`src/rtl/bptms_pkg.sv`:
```
package bptms_pkg;

  // Operation codes carried in the func field
  typedef enum logic [1:0] {
    FUNC_TOUCH = 2'd0,
    FUNC_BEGIN = 2'd1,
    FUNC_END   = 2'd2,
    FUNC_NONE  = 2'd3
  } func_e;

  // Kind of result loaded into the output register
  typedef enum logic [1:0] {
    RES_PLAIN = 2'd0,
    RES_HIT   = 2'd1,
    RES_NEW   = 2'd2,
    RES_FULL  = 2'd3
  } res_e;

  // Input transaction layout
  localparam int unsigned IN_TDATA_W  = 40;
  localparam int unsigned OUT_TDATA_W = 32;
  localparam int unsigned FIELD_ID_W  = 16;
  localparam int unsigned SLOT_W      = 8;
  localparam int unsigned CNT_W       = 9;

  // Commands from controller to datapath
  typedef struct packed {
    logic load;       // latch key, clear index and removed count
    logic clr_marks;  // clear all visited marks
    logic rd_i;       // read key memory at index
    logic rd_last;    // read key memory at last entry
    logic i_inc;      // advance index
    logic mark_hit;   // mark entry at index visited
    logic append;     // write key at end, mark it, grow count
    logic move;       // copy last entry into index slot, shrink count
    logic drop_last;  // remove last entry, which is the index slot
    logic res_load;   // load output register
    res_e res_kind;
  } cmd_t;

  // Status from datapath to controller
  typedef struct packed {
    logic i_lt_count;
    logic i_is_last;
    logic mark_i;
    logic match;
    logic full;
    logic out_busy;
  } sts_t;

endpackage

```
`src/rtl/bptms_ctrl.sv`:
```
module bptms_ctrl
  import bptms_pkg::*;
(
  input  logic  clk_i,
  input  logic  rst_ni,
  input  logic  in_valid_i,
  input  func_e in_func_i,
  input  sts_t  sts_i,
  output logic  in_ready_o,
  output cmd_t  cmd_o
);

  typedef enum logic [2:0] {
    ST_IDLE,
    ST_T_RD,
    ST_T_CMP,
    ST_S_CHK,
    ST_S_MOVE,
    ST_OUT
  } state_e;

  state_e state_q, state_d;
  res_e   kind_q, kind_d;

  assign in_ready_o = (state_q == ST_IDLE);

  // Sequence one item at a time
  always_comb begin
    state_d = state_q;
    kind_d  = kind_q;
    cmd_o   = '0;
    cmd_o.res_kind = kind_q;
    unique case (state_q)
      ST_IDLE: begin
        if (in_valid_i) begin
          cmd_o.load = 1'b1;
          kind_d = RES_PLAIN;
          unique case (in_func_i)
            FUNC_TOUCH: state_d = ST_T_RD;
            FUNC_BEGIN: begin
              cmd_o.clr_marks = 1'b1;
              state_d = ST_OUT;
            end
            FUNC_END:   state_d = ST_S_CHK;
            default:    state_d = ST_OUT;
          endcase
        end
      end
      ST_T_RD: begin
        priority if (sts_i.i_lt_count) begin
          cmd_o.rd_i = 1'b1;
          state_d = ST_T_CMP;
        end else if (sts_i.full) begin
          kind_d = RES_FULL;
          state_d = ST_OUT;
        end else begin
          cmd_o.append = 1'b1;
          kind_d = RES_NEW;
          state_d = ST_OUT;
        end
      end
      ST_T_CMP: begin
        if (sts_i.match) begin
          cmd_o.mark_hit = 1'b1;
          kind_d = RES_HIT;
          state_d = ST_OUT;
        end else begin
          cmd_o.i_inc = 1'b1;
          state_d = ST_T_RD;
        end
      end
      ST_S_CHK: begin
        priority if (!sts_i.i_lt_count) begin
          state_d = ST_OUT;
        end else if (sts_i.mark_i) begin
          cmd_o.i_inc = 1'b1;
        end else if (sts_i.i_is_last) begin
          cmd_o.drop_last = 1'b1;
        end else begin
          cmd_o.rd_last = 1'b1;
          state_d = ST_S_MOVE;
        end
      end
      ST_S_MOVE: begin
        cmd_o.move = 1'b1;
        state_d = ST_S_CHK;
      end
      ST_OUT: begin
        if (!sts_i.out_busy) begin
          cmd_o.res_load = 1'b1;
          state_d = ST_IDLE;
        end
      end
      default: state_d = ST_IDLE;
    endcase
  end

  always_ff @(posedge clk_i or negedge rst_ni) begin
    if (!rst_ni) begin
      state_q <= ST_IDLE;
      kind_q  <= RES_PLAIN;
    end else begin
      state_q <= state_d;
      kind_q  <= kind_d;
    end
  end

endmodule

```
`config.mk`:
```
export PLATFORM = sky130hd
export DESIGN_NAME = bptms_ctrl
export DESIGN_NICKNAME = d
export VERILOG_FILES = /design/src/rtl/bptms_pkg.sv /design/src/rtl/bptms_ctrl.sv
export SDC_FILE = /design/constraint.sdc
export NUM_CORES = 1
export LEC_CHECK = 0
export ABC_AREA = 1
export CORE_AREA = 2 2 39 41
export CTS_CLUSTER_DIAMETER = 120
export DETAILED_ROUTE_END_ITERATION = 10
export DIE_AREA = 0 0 41 43
export DONT_BUFFER_PORTS = 1
export PLACE_DENSITY = 0.57
export SLEW_MARGIN = 20
export SYNTH_ARGS = -nofsm -noshare
export SYNTH_HDL_FRONTEND = slang
export SYNTH_SLANG_ARGS = --single-unit
```
`constraint.sdc`:
```
create_clock -name clk_i -period 1 [get_ports clk_i]
set_input_delay 0 -clock clk_i [delete_from_list [all_inputs] [get_ports clk_i]]
set_output_delay 0 -clock clk_i [all_outputs]
set_load 0.02 [all_outputs]
```
# --- Yosys cells after proc, flatten, opt, wreduce, memory -nomap -nowiden ---
# Index checks and enable logic that the tools add are counted.
word_totals:
  ff_bits: 5
  latch_bits: 0
  ramBits: 0
  romBits: 0
  input_bits: 11
  output_inout_bits: 13
  wordCells: 58
  mem_count: 0
classes:
  n_addsub: 0
  n_mul: 0
  div: 0
  magnitude_cmp: 0
  eq_ne: 13
  shifts: 0
  muxes: 38
  n_bitwise: 0
  reduce_logical: 5
op_table:
  columns: ["cell", "n"]
  rows:
  - ["$mux W1", 21]
  - ["$mux W3", 7]
  - ["$pmux W3 S6", 1]
  - ["$mux W2", 6]
  - ["$ne A2 B2 Y1 const B", 4]
  - ["$reduce_and A4 Y1", 2]
  - ["$eq A3 B2 Y1 const B", 2]
  - ["$eq A3 B3 Y1 const B", 2]
  - ["$ne A3 B3 Y1 const B", 2]
  - ["$pmux W2 S3", 1]
  - ["$pmux W3 S2", 1]
  - ["$eq A3 B1 Y1 const B", 1]
  - ["$logic_not A3 Y1", 1]
  - ["$reduce_bool A3 Y1", 1]
  - ["$eq A2 B1 Y1 const B", 1]
  - ["$eq A2 B2 Y1 const B", 1]
  - ["$logic_not A2 Y1", 1]
  - ["$pmux W1 S2", 1]

# --- Longest topological paths before layout ---
# Gate-level depths: netlist of the first run.
logic_depth:
  depth_word: 4
  ltp_mapped: 8
  depth_no_buf: 7

# --- Worst setup path after synthesis of the first run ---
# No wires, ideal clock.
synth_timing:
  path_kind: "flip-flop to output port"
  from: "reg state_q[0]"
  to: "out cmd_o[10] (netlist bit)"
  arrival_time_ns: 1.413
  t_required_ns: 1.000
  setup_slack_ns: -0.413
  path_stages_with_launch: 7
  n_path_buf: 1
  path_cell_list: "dfrtp_1 -> buf_4 -> inv_2 -> nand2_2 -> nor2_2 -> nand2_1 -> nor3_1"
synth_rtl:
  columns: ["item", "line", "rtl"]
  rows:
  - ["start: declaration", "bptms_ctrl.sv:22", "state_e state_q, state_d;"]
  - ["start signal: assignment", "bptms_ctrl.sv:103", "state_q <= state_d;"]
  - ["end: declaration", "bptms_ctrl.sv:10", "output cmd_t cmd_o"]

==> results of run 1 <==
==> layer usage <==
metal | track usage, % | vias to the layer above | wire, µm | share of wire [%]
li1 | - | 284 | - | -
met1 | 22.40 | 257 | 609 | 40
met2 | 33.13 | 17 | 832 | 55
met3 | 7.330 | 2 | 59 | 3.9
met4 | 6.000 | 0 | 21 | 1.4
met5 | 0 | - | 0 | 0
==> cell families after synthesis <==
kind of cell	count (synthesis)	share of synthesized area (%)
and+or+nand+nor	44	51.54
buffers and inverters	12	12.61
DFF	5	28.01
AOI/OAI and AO/OA	6	7.842
==> synthesized netlist by cell type <==
cell      number  area [µm²]
nor2_1         3       11.26
nand3_1        5       25.02
nand4_1        2       12.51
nor4_1         1       6.260
nand3_2        2       20.02
o211ai_1       1       7.510
nand2_2        3       18.77
nand4_2        1       12.51
nor2_4         1       11.26
inv_1          7       26.28
o21ai_1        1       5.000
o21ai_0        3       15.01
nor2_2         4       25.02
buf_6          1       11.26
nor3_1         4       20.02
nand2_1       18       67.56
dfrtp_1        5       125.1
a21boi_0       1       7.510
inv_2          3       11.26
buf_4          1       7.510
==> critical path: stages (launching register included) <==
cell	delay, ns
dfrtp_2	0.45
buf_6	0.16
nor2_4	0.13
nand2_2	0.09
nor2_2	0.09
buf_6	0.12
==> report_power, final <==
| part | leakage, nW | internal [mW] | switching [mW] |
|---|---|---|---|
| clock network | 0.0150 | 0.150 | 0.0767 |
| logic | 0.353 | 0.905 | 0.999 |
| registers | 0.0593 | 0.306 | 0.188 |
| total | 0.427 | 1.36 | 1.26 |
==> worst max path at each step <==
stage,startpoint,endpoint,slack [ns],cells after the start
after floorplan,state_q[1],state_q[2],-0.10,7
after global placement,state_q[0],kind_q[0],-0.21,4
after detailed placement,state_q[0],state_q[1],-0.27,6
after CTS,state_q[1],cmd_o[3],-0.28,5
after global routing,state_q[0],cmd_o[10],-0.33,5
final,state_q[2],cmd_o[5],-0.28,5
==> placed cells by master (no fill, tap or decap), types with 2 or more instances in the layout <==
| cell type | synthesis | routed |
|---|---|---|
| buf_4 | 1 | 20 |
| inv_1 | 7 | 5 |
| nand3_1 | 5 | 3 |
| nand2_2 | 3 | 6 |
| nand2_1 | 18 | 14 |
| buf_6 | 1 | 9 |
| nor2_4 | 1 | 5 |
| dfrtp_2 | 0 | 3 |
| dlygate4sd3_1 | 0 | 2 |
| inv_4 | 0 | 3 |
| o21ai_0 | 3 | 2 |
| nand4_1 | 2 | 2 |
| nor3_4 | 0 | 2 |
| clkbuf_4 | 0 | 3 |
| nor3_2 | 0 | 2 |
| nand3_4 | 0 | 2 |
| nand3_2 | 2 | 2 |
| dfrtp_1 | 5 | 2 |
| nor2_2 | 4 | 3 |
==> state kept, by name (all words and copies together) (netlist names) <==
signal / flops
state_q: 3
kind_q: 2
==> final cells by class <==
class | instances | share of cell area, %
multi-input combinational | 50 | 44.08
timing repair buffer | 31 | 30.56
sequential | 5 | 14.51
inverter | 10 | 5.634
clock buffer | 4 | 2.958
tap | 16 | 2.254
==> repair_timing <==
| action | 4_1_cts | 5_1_grt |
|---|---|---|
| hold buffers | 2 | 0 |
| endpoints found under the setup margin | 16 | 16 |
| pin swaps | 5 | 3 |
| hold endpoints to repair | 6 | 0 |
| gates resized for setup | 17 | 12 |
| buffers inserted | 9 | 3 |
==> metrics by stage <==
step / setup WS [ns] / total power, mW / instance area [µm²] / TNS, ns
6_report: -0.2789 / 2.625 / 888.4 / -3.587
4_1_cts: -0.2796 / 2.447 / 819.5 / -3.415
3_5_place_dp: -0.2735 / 1.762 / 646.9 / -2.428
2_1_floorplan: -0.1046 / 1.404 / 521.8 / -0.5939
5_1_grt: -0.3344 / 2.805 / 888.4 / -4.512
3_3_place_gp: -0.2086 / 1.747 / 646.9 / -1.916
==> results_dict.tcl, run 1 <==
set metrics [dict create \
    num_vias 560 \
    grt_pass1_wl_um 2394 \
    initial_core_util_pct 32.28 \
    max-slew-margin-rel_pct 77.84 \
    layout.nets 112 \
    drcViolationCount 0 \
    gp_congestion 0.8092 \
    multiInputGateArea_um2 391.6 \
    grt_max_degree 7 \
    path_max_fanout 5 \
    r2r_start "state_q[0]" \
    synth_nets 78 \
    finalSetupViolCount 16 \
    dpl.hpwl_um 1004 \
    n_fill_cell 115 \
    rows 14 \
    syn_area_per_cell_um2 6.667 \
    synthToLayoutAreaGrowth_pct 98.88 \
    htree_num_levels 1 \
    fin_skew_ns 0.003688 \
    worst_slack_ns -0.2789 \
    wire_per_inst_um 13.13 \
    post_synth_num_cell_types 20 \
    power_density_nw_per_um2 2955 \
    drv_slew 0 \
    violations "setup timing" \
    worst_pin_slew_ns 0.3289 \
    layout.cells.non_filler 116 \
    worstReg2RegEnd "state_q[0]" \
    min_period_over_period_pct 127.9 \
    worstHoldStart "sts_i[0]" \
    peakVddDrop_v 0.001218 \
    crit_type "register to output pin" \
    grt_usage_pct 19.94 \
    clock_path_buffers 2 \
    worstRegToRegCells 7 \
    worstHoldPathType "primary input to register" \
    clockRootBuffer "clkbuf_4" \
    drt-initial-drc-count 5 \
    drt_first_pass_iters 4 \
    ys_warn_count 0 \
    die_x_um 41 \
    syn_inst 67 \
    grt_pass1_vias 590 \
    min_delay_worst_endpoint "state_q[2]" \
    status "finished with violations" \
    drt-total-wl_um 1523 \
    cts_sinks 5 \
    p_leak_nw 0.4270 \
    crit_required_ns 1.00 \
    overflow 0 \
    arrival_ns 1.28 \
    clk_latency_ns 0.24 \
    hold_depth 3 \
    cts_buffers 3 \
    max-cap-violations 0 \
    chipHeight_um 43 \
    register_area_um2 128.9 \
    ys_seq_area_share_pct 28.01 \
    core_area_um2 1384 \
    synth_area_um2 446.7 \
    detail_route.vias_per_cell 4.828 \
    hold_violations 0 \
    rsz0062_at_grt "yes" \
    cts_tree "done" \
    ys_ff_latch 5 \
    post-route-min-period_ns 1.279 \
    fmax_ghz 0.7819 \
    dp.cells 98 \
    cp-start-kind "register" \
    antenna_left 0 \
    n_antenna_cell 0 \
    timing.hold.ws_ns 0.03546 \
    postLayoutCoreUtil_pct 64.20 \
    drive_above_1_share_pct 66.00 \
    worstSetupEndpointType "output pin" \
    die-area_um2 1763 \
    place.port_buffers 0 \
    antenna_found_initial 0 \
    io_pins 24 \
    ff2ff_setup_slack_ns -0.24 \
    clkSlewWorstSetupHoldPaths_ns 0.04 \
]
(Power assumes the default switching activity.)
==> run 2, diff against run 1 <==
- ABC_AREA: 1 -> not set
- SLEW_MARGIN: 20 -> not set
==> results_dict.tcl, run 2 <==
set metrics [dict create \
    placed_area_um2 752.0 \
    gp_congestion 0.8230 \
    cts_buffers 3 \
    violations "hold timing, setup timing" \
    ff2ff_setup_slack_ns -0.45 \
    drv_slew 0 \
    rsz0062_at_grt "yes" \
    status "finished with violations" \
    setup_tns_ns -5.509 \
    detail_route.vias_per_cell 5.631 \
    synthToLayoutAreaGrowth_pct 134.7 \
    busiest_layer "met2" \
    synth_nets 67 \
    layout_commonest_cell "buf_4" \
    io_pins 24 \
    worstReg2RegEnd "state_q[2]" \
    top_register "state_q" \
    clockRootBuffer "clkbuf_4" \
    cp-start-kind "register" \
    cts_sinks 5 \
    crit_required_ns 1.00 \
    synthFlopType "dfrtp_1" \
    worstSetupEndpointType "output pin" \
    layout.nets 107 \
    grt_pass1_wl_um 2870 \
    fmax_ghz 0.6797 \
    peakVddDrop_v 0.001690 \
    overflow 0 \
    hold_depth 3 \
    syn_area_per_cell_um2 7.909 \
    drt_first_pass_iters 4 \
    worst_pin_slew_ns 0.2868 \
    n_antenna_cell 0 \
    power_density_nw_per_um2 3194 \
    max-slew-margin-rel_pct 80.86 \
    fin_skew_ns 0.01436 \
    p_leak_nw 0.4722 \
    ys_warn_count 0 \
    synth_compound_area_share_pct 20.90 \
    rows 14 \
    min_delay_worst_endpoint "state_q[0]" \
    worstRegToRegCells 7 \
    fin_area_um2 1040 \
    use_met2_pct 41.56 \
    core_area_um2 1384 \
    yosysMostFrequentCell "nand2_1" \
    wire_per_inst_um 17.75 \
    ys_ff_latch 5 \
    use_met3_pct 4.712 \
    dp_slack_ns -0.2983 \
    crit_type "register to output pin" \
    drive_above_1_share_pct 73.68 \
    min_period_over_period_pct 147.1 \
    clk_latency_ns 0.25 \
    grt_pass1_vias 620 \
    muxShareOfSynthArea_pct 8.475 \
    ys_seq_area_share_pct 28.25 \
    syn_inst 56 \
    met1_usage_pct 27.87 \
    register_area_um2 127.6 \
    antenna_found_initial 0 \
    synthArstFlopShare_pct 100.0 \
    max-cap-violations 0 \
    worstHoldStart "sts_i[5]" \
    grt_usage_pct 24.14 \
    drt-initial-drc-count 7 \
    timing.hold.ws_ns -0.04602 \
    multiInputGateArea_um2 467.9 \
    synth_xor_area_share_pct 0 \
    post-route-min-period_ns 1.471 \
    postLayoutCoreUtil_pct 75.14 \
    top_regs "state_q x3, kind_q x2" \
    post_synth_num_cell_types 26 \
    worstHoldPathType "primary input to register" \
    antenna_left 0 \
    largest_reg_flops 3 \
    arrival_ns 1.47 \
    yosys.area_share.adder_pct 0 \
    hold_violations 1 \
    yosys.area_share.simple_pct 35.03 \
    synth_top_cell_area_share_pct 28.25 \
    initial_core_util_pct 32.01 \
    clock_path_buffers 2 \
    synth_edf_count 0 \
    synth_area_um2 442.9 \
    clkSlewWorstSetupHoldPaths_ns 0.06 \
    worst_slack_ns -0.4712 \
    dpl.hpwl_um 1113 \
    n_fill_cell 91 \
    cts_hold_buffers 2 \
    ys_top_cells_by_count "nand2_1, nor2_1, dfrtp_1, o21ai_0" \
    grt_max_degree 8 \
    yosys.area.top_type "dfrtp_1" \
    die-area_um2 1763 \
    chipHeight_um 43 \
    path_max_fanout 2 \
    drcViolationCount 0 \
    num_vias 625 \
    drt-total-wl_um 1970 \
    htree_num_levels 1 \
    synth_area_leaders "dfrtp_1, nand2_1, a211o_1, o21ai_0, mux2_2" \
    die_x_um 41 \
    finalSetupViolCount 16 \
    synth_top_family_by_area "simple AND/OR/NAND/NOR gates" \
    cts_tree "done" \
    r2r_start "state_q[1]" \
    place.port_buffers 0 \
    final_cell_mix "buf_4, buf_6, nand2_1" \
]
## run 2: timing repair
| action | CTS | global route |
|---|---|---|
| hold endpoints to repair | 6 | 1 |
| gates resized for setup | 24 | 17 |
| pin swaps | 9 | 7 |
| endpoints found under the setup margin | 16 | 16 |
| setup buffers | 11 | 4 |
## run 2: metal layers
metal / routed length [µm] / up-vias
met5: 0 / -
met4: 42 / 0
met3: 121 / 4
met2: 1072 / 29
met1: 733 / 312
li1: - / 280
## run 2: kinds of logic after synthesis
kind of cell	Yosys count
compound gates	14
buf+inv	7
flops	5
mux	3
simple gates	27
## run 2: how the worst max path moves through the flow
stage	cells after the start	start	end
4_1_cts	5	state_q[1]	cmd_o[10]
3_5_place_dp	5	state_q[1]	cmd_o[10]
2_1_floorplan	4	state_q[0]	kind_q[0]
3_3_place_gp	5	state_q[1]	cmd_o[10]
6_report	5	state_q[1]	cmd_o[10]
5_1_grt	5	state_q[1]	cmd_o[10]
## run 2: metrics by stage
stage          power (mW)  instances
6_report            3.321        111
5_1_grt             3.481        111
4_1_cts             2.894        110
3_5_place_dp        2.104         95
3_3_place_gp        2.086         95
2_1_floorplan       1.488         56
## run 2: layout make-up
type	instances	share of cell area, %
timing repair buffer	39	37.18
multi-input combinational	44	45.01
inverter	3	1.083
sequential	5	12.27
clock buffer	4	2.527
tap	16	1.925
## run 2: power breakdown
part           switching [mW]  total [mW]  internal (mW)
Sequential              0.122       0.425          0.302
Combinational            1.17        2.65           1.48
Clock                  0.0941       0.246          0.152
## run 2: critical path, cell delays in order, from the launching register on
cell and delay, ns:
dfrtp_1 0.39, buf_6 0.13, buf_6 0.12, nor3_4 0.13, and2_4 0.17, nor3b_4 0.29
